### src/hdl/knt_pkg.sv
// Package for the keyed node table: operation and status codes, register
// indexes and the transaction and entry types.
// No dependencies.
package knt_pkg;

    localparam logic [2:0] FN_SET_ALL  = 3'd0;
    localparam logic [2:0] FN_SET_PROF = 3'd1;
    localparam logic [2:0] FN_SET_VER  = 3'd2;
    localparam logic [2:0] FN_LOOKUP   = 3'd3;
    localparam logic [2:0] FN_REMOVE   = 3'd4;
    localparam logic [2:0] FN_CLEAR    = 3'd5;

    localparam logic [3:0] ST_UPDATED   = 4'd0;
    localparam logic [3:0] ST_UNCHANGED = 4'd1;
    localparam logic [3:0] ST_APPENDED  = 4'd2;
    localparam logic [3:0] ST_DROPPED   = 4'd3;
    localparam logic [3:0] ST_RESERVED  = 4'd4;
    localparam logic [3:0] ST_FOUND     = 4'd5;
    localparam logic [3:0] ST_NOT_FOUND = 4'd6;
    localparam logic [3:0] ST_REMOVED   = 4'd7;
    localparam logic [3:0] ST_CLEARED   = 4'd8;

    localparam int          CFG_IDX_W        = 2;
    localparam int          CFG_DATA_W       = 8;
    localparam logic [1:0] CFG_UNKNOWN_ID   = 2'd0;
    localparam logic [1:0] CFG_BROADCAST_ID = 2'd1;
    localparam logic [1:0] CFG_FALLBACK     = 2'd2;

    localparam logic [7:0] UNKNOWN_ID_RST   = 8'd0;
    localparam logic [7:0] BROADCAST_ID_RST = 8'd255;
    localparam logic [7:0] FALLBACK_RST     = 8'd0;

    typedef struct packed {
        logic [2:0] func;
        logic [7:0] node_key;
        logic [7:0] profile_in;
        logic [7:0] major_in;
        logic [7:0] minor_in;
        logic [7:0] patch_in;
    } t_req;

    typedef struct packed {
        logic [3:0] status;
        logic [7:0] profile_out;
        logic [7:0] major_out;
        logic [7:0] minor_out;
        logic [7:0] patch_out;
        logic [4:0] entry_count;
    } t_rsp;

    typedef struct packed {
        logic [7:0]  key;
        logic [7:0]  profile;
        logic [23:0] version;
    } t_entry;

    typedef struct packed {
        logic load;
        logic scan;
        logic decide;
        logic shift;
        logic out_load;
    } t_cmd;

    typedef struct packed {
        logic skip;
        logic scan_done;
        logic do_shift;
        logic shift_done;
    } t_stat;

endpackage

### src/hdl/knt_if.sv
// Valid/ready channel interfaces for request and response transactions.
// Depends on knt_pkg.
interface knt_req_if;
    logic          valid;
    logic          ready;
    knt_pkg::t_req data;

    modport source (output valid, output data, input ready);
    modport sink   (input valid, input data, output ready);
endinterface

interface knt_rsp_if;
    logic          valid;
    logic          ready;
    knt_pkg::t_rsp data;

    modport source (output valid, output data, input ready);
    modport sink   (input valid, input data, output ready);
endinterface

### src/hdl/knt_ram.sv
// Generic single-write, single-read RAM with registered read data.
// No dependencies.
module knt_ram #(
    parameter int WIDTH = 8,
    parameter int DEPTH = 16
) (
    input  logic                                  i_clk,
    input  logic                                  i_we,
    input  logic [(DEPTH > 1 ? $clog2(DEPTH) : 1)-1:0] i_waddr,
    input  logic [WIDTH-1:0]                      i_wdata,
    input  logic [(DEPTH > 1 ? $clog2(DEPTH) : 1)-1:0] i_raddr,
    output logic [WIDTH-1:0]                      o_rdata
);

    logic [WIDTH-1:0] r_mem [DEPTH];
    logic [WIDTH-1:0] r_rdata;

    always_ff @(posedge i_clk) begin
        if (i_we) begin
            r_mem[i_waddr] <= i_wdata;
        end
        r_rdata <= r_mem[i_raddr];
    end

    assign o_rdata = r_rdata;

endmodule

### src/hdl/knt_ctrl.sv
// Controller for the keyed node table: sequences scan, decide, shift and
// result hand-over, and owns the channel handshakes.
// Depends on knt_pkg.
module knt_ctrl (
    input  logic          i_clk,
    input  logic          i_rst_n,
    input  logic          i_in_valid,
    output logic          o_in_ready,
    output logic          o_out_valid,
    input  logic          i_out_ready,
    output knt_pkg::t_cmd o_cmd,
    input  knt_pkg::t_stat i_stat
);

    typedef enum logic [2:0] {
        S_IDLE,
        S_SCAN,
        S_DECIDE,
        S_SHIFT,
        S_DONE
    } t_state;

    t_state r_state, n_state;
    logic   r_out_vld, n_out_vld;
    logic   room;

    assign room = !r_out_vld || i_out_ready;

    always_comb begin
        o_cmd     = '0;
        n_state   = r_state;
        n_out_vld = r_out_vld && !i_out_ready;
        case (r_state)
            S_IDLE: begin
                if (i_in_valid) begin
                    o_cmd.load = 1'b1;
                    n_state    = S_SCAN;
                end
            end
            S_SCAN: begin
                o_cmd.scan = 1'b1;
                if (i_stat.skip || i_stat.scan_done) begin
                    n_state = S_DECIDE;
                end
            end
            S_DECIDE: begin
                o_cmd.decide = 1'b1;
                n_state      = i_stat.do_shift ? S_SHIFT : S_DONE;
            end
            S_SHIFT: begin
                o_cmd.shift = 1'b1;
                if (i_stat.shift_done) begin
                    n_state = S_DONE;
                end
            end
            S_DONE: begin
                if (room) begin
                    o_cmd.out_load = 1'b1;
                    n_out_vld      = 1'b1;
                    n_state        = S_IDLE;
                end
            end
            default: begin
                n_state = S_IDLE;
            end
        endcase
    end

    always_ff @(posedge i_clk) begin
        if (!i_rst_n) begin
            r_state   <= S_IDLE;
            r_out_vld <= 1'b0;
        end else begin
            r_state   <= n_state;
            r_out_vld <= n_out_vld;
        end
    end

    assign o_in_ready  = (r_state == S_IDLE);
    assign o_out_valid = r_out_vld;

endmodule

### src/hdl/knt_dp.sv
// Datapath for the keyed node table: entry RAM, fill count, scan and shift
// address counters, operation decision, configuration and response registers.
// Depends on knt_pkg and knt_ram.
module knt_dp #(
    parameter int TABLE_DEPTH = 16
) (
    input  logic                            i_clk,
    input  logic                            i_rst_n,
    input  knt_pkg::t_cmd                   i_cmd,
    output knt_pkg::t_stat                  o_stat,
    input  knt_pkg::t_req                   i_req_data,
    output knt_pkg::t_rsp                   o_rsp_data,
    input  logic                            i_cfg_we,
    input  logic [knt_pkg::CFG_IDX_W-1:0]   i_cfg_idx,
    input  logic [knt_pkg::CFG_DATA_W-1:0]  i_cfg_wdata
);

    localparam int AW = (TABLE_DEPTH > 1) ? $clog2(TABLE_DEPTH) : 1;
    localparam int CW = $clog2(TABLE_DEPTH + 1);
    localparam logic [CW-1:0] DEPTH_C = CW'(TABLE_DEPTH);
    localparam int EW = $bits(knt_pkg::t_entry);

    logic [7:0] r_cfg_unk, r_cfg_bc, r_cfg_fb;

    logic [CW-1:0]   r_fill, n_fill;
    logic [CW-1:0]   r_idx;
    logic            r_pend, n_pend;
    logic [AW-1:0]   r_pidx;
    logic            r_hit;
    logic [AW-1:0]   r_pos;
    knt_pkg::t_entry r_hit_ent;
    knt_pkg::t_req   r_item;

    logic [3:0]  r_res_status, n_res_status;
    logic [7:0]  r_res_prof, n_res_prof;
    logic [23:0] r_res_ver, n_res_ver;
    knt_pkg::t_rsp r_rsp;

    knt_pkg::t_entry rd_ent, wr_ent, dec_ent;
    logic [EW-1:0]   rd_raw;
    logic            we, dec_we;
    logic [AW-1:0]   waddr, dec_addr;
    logic            in_range, hit_now, issue, is_set, rsv;
    logic            same_p, same_v, same, do_shift;
    logic [23:0]     item_ver;

    knt_ram #(
        .WIDTH (EW),
        .DEPTH (TABLE_DEPTH)
    ) u_ram (
        .i_clk   (i_clk),
        .i_we    (we),
        .i_waddr (waddr),
        .i_wdata (wr_ent),
        .i_raddr (r_idx[AW-1:0]),
        .o_rdata (rd_raw)
    );

    assign rd_ent   = knt_pkg::t_entry'(rd_raw);
    assign item_ver = {r_item.major_in, r_item.minor_in, r_item.patch_in};
    assign in_range = (r_idx < r_fill);
    assign is_set   = r_item.func inside {knt_pkg::FN_SET_ALL, knt_pkg::FN_SET_PROF,
                                          knt_pkg::FN_SET_VER};
    assign rsv      = (r_item.node_key == r_cfg_unk) || (r_item.node_key == r_cfg_bc);
    assign hit_now  = i_cmd.scan && r_pend && (rd_ent.key == r_item.node_key);
    assign issue    = ((i_cmd.scan && !o_stat.skip && !hit_now) || i_cmd.shift) && in_range;
    assign n_pend   = issue;

    assign o_stat.skip       = (is_set && rsv) || (r_item.func > knt_pkg::FN_REMOVE);
    assign o_stat.scan_done  = hit_now || (!r_pend && !in_range);
    assign o_stat.shift_done = !r_pend && !in_range;
    assign o_stat.do_shift   = do_shift;

    assign same_p = (r_hit_ent.profile == r_item.profile_in);
    assign same_v = (r_hit_ent.version == item_ver);

    always_comb begin
        case (r_item.func)
            knt_pkg::FN_SET_ALL:  same = same_p && same_v;
            knt_pkg::FN_SET_PROF: same = same_p;
            default:              same = same_v;
        endcase
    end

    always_comb begin
        n_res_status = knt_pkg::ST_UNCHANGED;
        n_res_prof   = '0;
        n_res_ver    = '0;
        dec_we       = 1'b0;
        dec_addr     = r_pos;
        dec_ent      = r_hit_ent;
        do_shift     = 1'b0;
        n_fill       = r_fill;
        case (r_item.func)
            knt_pkg::FN_SET_ALL, knt_pkg::FN_SET_PROF, knt_pkg::FN_SET_VER: begin
                if (rsv) begin
                    n_res_status = knt_pkg::ST_RESERVED;
                end else if (r_hit) begin
                    if (!same) begin
                        dec_we       = 1'b1;
                        n_res_status = knt_pkg::ST_UPDATED;
                        if (r_item.func != knt_pkg::FN_SET_VER) begin
                            dec_ent.profile = r_item.profile_in;
                        end
                        if (r_item.func != knt_pkg::FN_SET_PROF) begin
                            dec_ent.version = item_ver;
                        end
                    end
                end else if (r_fill < DEPTH_C) begin
                    dec_we       = 1'b1;
                    dec_addr     = r_fill[AW-1:0];
                    dec_ent.key  = r_item.node_key;
                    dec_ent.profile = (r_item.func == knt_pkg::FN_SET_VER) ?
                                      8'd0 : r_item.profile_in;
                    dec_ent.version = (r_item.func == knt_pkg::FN_SET_PROF) ?
                                      24'd0 : item_ver;
                    n_fill       = r_fill + CW'(1);
                    n_res_status = knt_pkg::ST_APPENDED;
                end else begin
                    n_res_status = knt_pkg::ST_DROPPED;
                end
            end
            knt_pkg::FN_LOOKUP: begin
                if (r_hit) begin
                    n_res_status = knt_pkg::ST_FOUND;
                    n_res_prof   = r_hit_ent.profile;
                    n_res_ver    = r_hit_ent.version;
                end else begin
                    n_res_status = knt_pkg::ST_NOT_FOUND;
                    n_res_prof   = r_cfg_fb;
                end
            end
            knt_pkg::FN_REMOVE: begin
                if (r_hit) begin
                    n_res_status = knt_pkg::ST_REMOVED;
                    do_shift     = 1'b1;
                end else begin
                    n_res_status = knt_pkg::ST_NOT_FOUND;
                end
            end
            knt_pkg::FN_CLEAR: begin
                n_res_status = knt_pkg::ST_CLEARED;
                n_fill       = '0;
            end
            default: begin
                n_res_status = knt_pkg::ST_UNCHANGED;
            end
        endcase
    end

    always_comb begin
        if (i_cmd.shift) begin
            we     = r_pend;
            waddr  = r_pidx - AW'(1);
            wr_ent = rd_ent;
        end else begin
            we     = i_cmd.decide && dec_we;
            waddr  = dec_addr;
            wr_ent = dec_ent;
        end
    end

    always_ff @(posedge i_clk) begin
        if (!i_rst_n) begin
            r_cfg_unk <= knt_pkg::UNKNOWN_ID_RST;
            r_cfg_bc  <= knt_pkg::BROADCAST_ID_RST;
            r_cfg_fb  <= knt_pkg::FALLBACK_RST;
            r_fill    <= '0;
            r_pend    <= 1'b0;
        end else begin
            r_pend <= n_pend;
            if (i_cfg_we) begin
                case (i_cfg_idx)
                    knt_pkg::CFG_UNKNOWN_ID:   r_cfg_unk <= i_cfg_wdata;
                    knt_pkg::CFG_BROADCAST_ID: r_cfg_bc  <= i_cfg_wdata;
                    knt_pkg::CFG_FALLBACK:     r_cfg_fb  <= i_cfg_wdata;
                    default: begin
                    end
                endcase
            end
            if (i_cmd.decide) begin
                r_fill <= n_fill;
            end else if (i_cmd.shift && o_stat.shift_done) begin
                r_fill <= r_fill - CW'(1);
            end
        end
    end

    always_ff @(posedge i_clk) begin
        if (i_cmd.load) begin
            r_item <= i_req_data;
            r_idx  <= '0;
            r_hit  <= 1'b0;
        end else if (i_cmd.decide) begin
            r_idx <= CW'(r_pos) + CW'(1);
        end else if (issue) begin
            r_idx <= r_idx + CW'(1);
        end
        if (issue) begin
            r_pidx <= r_idx[AW-1:0];
        end
        if (hit_now) begin
            r_hit     <= 1'b1;
            r_pos     <= r_pidx;
            r_hit_ent <= rd_ent;
        end
        if (i_cmd.decide) begin
            r_res_status <= n_res_status;
            r_res_prof   <= n_res_prof;
            r_res_ver    <= n_res_ver;
        end
        if (i_cmd.out_load) begin
            r_rsp.status      <= r_res_status;
            r_rsp.profile_out <= r_res_prof;
            r_rsp.major_out   <= r_res_ver[23:16];
            r_rsp.minor_out   <= r_res_ver[15:8];
            r_rsp.patch_out   <= r_res_ver[7:0];
            r_rsp.entry_count <= 5'(r_fill);
        end
    end

    assign o_rsp_data = r_rsp;

endmodule

### src/hdl/keyed_node_table_top.sv
// Top level of the keyed node table: joins controller and datapath to the
// request, response and configuration ports.
// Depends on knt_pkg, knt_if, knt_ctrl and knt_dp.
//
//  channel  | direction | handshake           | payload
//  ---------+-----------+---------------------+------------------------------
//  i_req    | in        | valid/ready         | func, key, profile, version
//  o_rsp    | out       | valid/ready         | status, profile, version, count
//  i_cfg_*  | in        | write enable only   | register index, 8-bit data
//
// One transaction: accept, a scan through the RAM read port, decide and hand-over. The scan
// ends on a hit, at the fill count on a miss, or at once when the table is empty or no search
// is needed. A remove adds a shift pass that moves any later entries down and lowers the fill.
// Hand-over waits while the previous response is unread; one transaction is in flight.
// Synchronous reset empties the table and restores the registers; no RAM clearing pass.
module keyed_node_table_top #(
    parameter int TABLE_DEPTH = 16
) (
    input  logic                           i_clk,
    input  logic                           i_rst_n,
    knt_req_if.sink                        i_req,
    knt_rsp_if.source                      o_rsp,
    input  logic                           i_cfg_we,
    input  logic [knt_pkg::CFG_IDX_W-1:0]  i_cfg_idx,
    input  logic [knt_pkg::CFG_DATA_W-1:0] i_cfg_wdata
);

    knt_pkg::t_cmd  cmd;
    knt_pkg::t_stat stat;
    logic           in_ready;
    logic           out_valid;
    knt_pkg::t_rsp  rsp_data;

    knt_ctrl u_ctrl (
        .i_clk       (i_clk),
        .i_rst_n     (i_rst_n),
        .i_in_valid  (i_req.valid),
        .o_in_ready  (in_ready),
        .o_out_valid (out_valid),
        .i_out_ready (o_rsp.ready),
        .o_cmd       (cmd),
        .i_stat      (stat)
    );

    knt_dp #(
        .TABLE_DEPTH (TABLE_DEPTH)
    ) u_dp (
        .i_clk       (i_clk),
        .i_rst_n     (i_rst_n),
        .i_cmd       (cmd),
        .o_stat      (stat),
        .i_req_data  (i_req.data),
        .o_rsp_data  (rsp_data),
        .i_cfg_we    (i_cfg_we),
        .i_cfg_idx   (i_cfg_idx),
        .i_cfg_wdata (i_cfg_wdata)
    );

    assign i_req.ready = in_ready;
    assign o_rsp.valid = out_valid;
    assign o_rsp.data  = rsp_data;

endmodule

### src/flat_wrapper.sv
// flat-port wrapper written by rule: the top's interface ports become plain ports
module keyed_node_table_top_flat 
#(
    parameter int TABLE_DEPTH = 16
)
  (i_clk, i_rst_n, i_cfg_we, i_cfg_idx, i_cfg_wdata, i_req_valid, i_req_data, i_req_ready, o_rsp_valid, o_rsp_data, o_rsp_ready);
  knt_req_if i_req_i ();
  knt_rsp_if o_rsp_i ();
  input  logic i_clk;
  input  logic i_rst_n;
  input  logic i_cfg_we;
  input  logic [knt_pkg::CFG_IDX_W-1:0] i_cfg_idx;
  input  logic [knt_pkg::CFG_DATA_W-1:0] i_cfg_wdata;
  input wire logic [$bits(i_req_i.valid)-1:0] i_req_valid;
  input wire logic [$bits(i_req_i.data)-1:0] i_req_data;
  output wire logic [$bits(i_req_i.ready)-1:0] i_req_ready;
  output wire logic [$bits(o_rsp_i.valid)-1:0] o_rsp_valid;
  output wire logic [$bits(o_rsp_i.data)-1:0] o_rsp_data;
  input wire logic [$bits(o_rsp_i.ready)-1:0] o_rsp_ready;
  assign i_req_i.valid = i_req_valid;
  assign i_req_i.data = i_req_data;
  assign i_req_ready = i_req_i.ready;
  assign o_rsp_valid = o_rsp_i.valid;
  assign o_rsp_data = o_rsp_i.data;
  assign o_rsp_i.ready = o_rsp_ready;
  keyed_node_table_top #(.TABLE_DEPTH(TABLE_DEPTH)) u_core (.i_clk(i_clk), .i_rst_n(i_rst_n), .i_req(i_req_i), .o_rsp(o_rsp_i), .i_cfg_we(i_cfg_we), .i_cfg_idx(i_cfg_idx), .i_cfg_wdata(i_cfg_wdata));
endmodule
### config.mk
export PLATFORM = sky130hd
export DESIGN_NAME = keyed_node_table_top_flat
export DESIGN_NICKNAME = d
export VERILOG_FILES = /design/src/hdl/knt_pkg.sv /design/src/hdl/knt_if.sv /design/src/hdl/knt_ram.sv /design/src/hdl/knt_ctrl.sv /design/src/hdl/knt_dp.sv /design/src/hdl/keyed_node_table_top.sv /design/src/flat_wrapper.sv
export SDC_FILE = /design/constraint.sdc
export NUM_CORES = 1
export LEC_CHECK = 0
export ABC_AREA = 1
export BUFFER_PORTS_ARGS = -buffer_cell sky130_fd_sc_hd__buf_2
export CAP_MARGIN = 10
export CORE_UTILIZATION = 35
export CTS_CLUSTER_SIZE = 20
export DETAILED_ROUTE_END_ITERATION = 7
export GPL_TIMING_DRIVEN = 0
export PLACE_DENSITY = 0.48
export SKIP_CTS_REPAIR_TIMING = 1
export SLEW_MARGIN = 0
export SYNTH_ARGS = -nofsm -noshare
export SYNTH_HDL_FRONTEND = slang
export SYNTH_HIERARCHICAL = 1
export SYNTH_SLANG_ARGS = --single-unit
export TNS_END_PERCENT = 30
### constraint.sdc
create_clock -name i_clk -period 6.2 [get_ports i_clk]
set_clock_uncertainty 0.2 [all_clocks]
set_input_delay 1.55 -clock i_clk [delete_from_list [all_inputs] [get_ports i_clk]]
set_output_delay 1.55 -clock i_clk [all_outputs]
set_load 0.02 [all_outputs]
==> results.toml <==
[place]
gp_congestion = 0.867
hpwl_mm = 78.6
placed_area_mm2 = 0.0418
port-buffer-count = 100
post-place-cells = 5374

[logic_synthesis]
leading_cell_type_by_number_of_instances_after_synthesis = "nand2_1"
syn_nets = 3881
synth_warnings = 6
yosys_register_bits = 888
synth_top_area_cell = "edfxtp_1"
netlist_top_cells_area = "edfxtp_1 (63%), nand2_1 (11%), nand3_1 (6.8%), inv_1 (5.9%), dfxtp_1 (4.2%)"
synth_top_cells_by_count = "nand2_1 (1178), edfxtp_1 (808), inv_1 (606)"
syn-instance-count = 3815
synth_largest_type_area_fraction_pct = 63.0
ys_seq_area_share_pct = 67.1
synth_ff_type = "edfxtp_1"
post_synth_instance_area_mm2 = 0.0385
synth_async_reset_ratio_pct = 0
synth_edf_count = 808
yosys.cell_types.count = 37
syn-mean-instance-area_um2 = 10.1

[final_layout]
final_area_mm2 = 0.0450
fillCellCount = 10459
final_core_util_pct = 41.3
num-nets-final = 4129
drive_gt1_share_pct = 11.0
areaGrowthSynthToFinish_pct = 16.8
insertedDiodeCount = 0
finalNonFillerCells = 5562
multi_input_area_mm2 = 0.00954
seqCellArea_mm2 = 0.0259

[setup_path]
critical_path.slowest_cell = "nor2_4"
cp_data_required_time_ns = 6.36
largest_stage_delay_on_the_critical_path_ns = 0.83
critPathKind = "flop to flop"
critPathCaptureType = "flop"
timing.critical_path.buf_inv = 4
crit_fanout = 21
critical_path.startpoint_type = "flop"
critical_path.top_delay_family = "simple AND/OR/NAND/NOR gates"
arrival_ns = 4.62
worst_path_most_repeated_cell = "clkbuf_1"
path_cells = "clkbuf_1 > inv_1 > nand2_1 > clkbuf_1 > o21ai_0 > o22ai_1 > nand3_1 > nor2_4 > buf_12"

[detailed_routing]
detailedRoute.firstIterationViolations = 2282
detail_route.wl_per_cell_um = 20.5
drc = 0
route.vias.total = 26361
post_drt_via_cell_ratio = 4.74
antenna_violating_nets_post_route = 0
dr.pass1.iters = 5
detail_route.wirelength_mm = 114

[die]
floorplan.initialDensity_pct = 35.3
die_h_um = 334
die_width_um = 334
design.die.area_mm2 = 0.111
core_mm2 = 0.109
row_count = 121
ioPinCount = 101

[sta]
worst_slew_pin_slew_ns = 1.35
hold_violations = 0
hold-worst-slack_ns = 0.212
final.period_utilization_pct = 72.1
grt_setup_unrepaired = "false"
fmaxAchievable_mhz = 224
finalWorstPathRequiredPeriod_ns = 4.47
setup_violations = 0
slew-limit-headroom_pct = 9.11
report.final.slew_viol_count = 0

[power_and_ir_drop]
power_density_mw_per_mm2 = 427
power.leakage_nw = 18.7
ir_drop_v = 0.000244
total_power_after_layout_mw = 19.2

[cts]
htree_num_levels = 3
clkSinkCount = 888
clkLatencyLatePin_ns = 0.68
cts_inserted_buffers = 98
cts_tree = "built"
max_root_sink_buffers = 3
ctsRootBufferMaster = "clkbuf_16"
clk_pin_slew_worst_setup_hold_paths_ns = 0.06

[run]
maxCapViolations = 0

[grt]
grtUsageMet3_pct = 2.56
gr_util_met1_pct = 27.7
grt-ovfl-total = 0
maximum_number_of_pins_on_one_net_before_global_route_repair = 36
busiest_layer = "met2"
global_route_wire_length_before_repair_mm = 167
gr-usage-met2_pct = 34.2
first_global_vias = 24738
antenna_found_initial = 2
globalRouteTotalUtil_pct = 20.4

[run_status]
run_status = "complete, no violations"

[min_path]
min-delay-path-class = "flop to flop"
==> routing by layer <==
layer	routed length [µm]	share of wire, %
met5	0	0
met4	2630	2.3
met3	6090	5.3
met2	54100	47
met1	51200	45
==> cell type report <==
type	count	share of cell area, %
plain buffers	180	2.23
inverters	614	5.15
clock buffers	138	6.22
well taps	1414	3.93
multi-input cells	2133	21.2
clock inverters	47	0.846
repair buffers	148	2.91
flip-flops and latches	888	57.5
==> path summary, 6_finish.rpt <==
kind                              from  cells past startpoint                               to  slack, ns
min          u_core/u_dp/r_res_ver[20]                      0       u_core/u_dp/o_rsp_data[25]       0.21
max reg2reg          u_core/u_dp/r_hit                      9  u_core/u_dp/u_ram/r_mem[14][17]       1.73
max                  u_core/u_dp/r_hit                      9  u_core/u_dp/u_ram/r_mem[14][17]       1.73
min reg2reg  u_core/u_dp/r_res_ver[20]                      0       u_core/u_dp/o_rsp_data[25]       0.21
==> power by group <==
| part | switching [mW] | internal (mW) |
|---|---|---|
| clock | 2.38 | 3.35 |
| sequential | 0.285 | 7.70 |
| combinational | 4.07 | 1.42 |
==> cells by family (layout without fill, tap and decap cells) <==
family                   Yosys count  after routing  share of synthesized area [%]
AO/OA/AOI/OAI                    219            219                           3.01
XOR/XNOR                          39             39                          0.887
adder cells (fa/ha/maj)            8              8                          0.260
buffers and inverters            794           1127                           8.62
flip-flops                       888            888                           67.1
AND/OR/NAND/NOR                 1867           1867                           20.1
==> sequential cells by signal, summed over array words and instances, names as in the netlist, 8 cells and up <==
name / count
u_core/u_dp/r_cfg_fb: 8
u_core/u_dp/r_hit_ent: 40
u_core/u_dp/u_ram/o_rdata: 40
u_core/u_dp/item_ver: 24
u_core/u_dp/u_ram/r_mem: 640
u_core/u_dp/r_item: 19
u_core/u_dp/r_cfg_bc: 8
u_core/u_dp/o_rsp_data: 41
u_core/u_dp/r_cfg_unk: 8
u_core/u_dp/r_res_prof: 8
u_core/u_dp/r_res_ver: 24
==> cells in the final DEF, fill, tap and decap left out, types with 12 or more instances in the layout <==
| master | count |
|---|---|
| clkbuf_16 | 102 |
| xnor2_1 | 19 |
| nor2_4 | 19 |
| edfxtp_1 | 808 |
| nor2_1 | 121 |
| nand2_1 | 1178 |
| clkinv_1 | 20 |
| nand3_1 | 520 |
| xor2_1 | 20 |
| clkbuf_8 | 12 |
| buf_2 | 166 |
| buf_6 | 24 |
| o21ai_0 | 109 |
| dfxtp_1 | 80 |
| inv_1 | 606 |
| buf_4 | 34 |
| buf_1 | 20 |
| o21ai_1 | 21 |
| clkbuf_1 | 73 |
| buf_12 | 24 |
| o22ai_1 | 36 |
| a21oi_1 | 36 |
| clkinv_2 | 16 |
==> metrics by stage <==
stage                     worst slack [ns]  TNS [ns]
after floorplan                      0.916         0
after global placement               -2.47  -1484.94
after detailed placement              1.73         0
after CTS                             1.73         0
after global routing                  1.46         0
final                                 1.73         0
No activity file was read; power rests on OpenSTA's default activity.
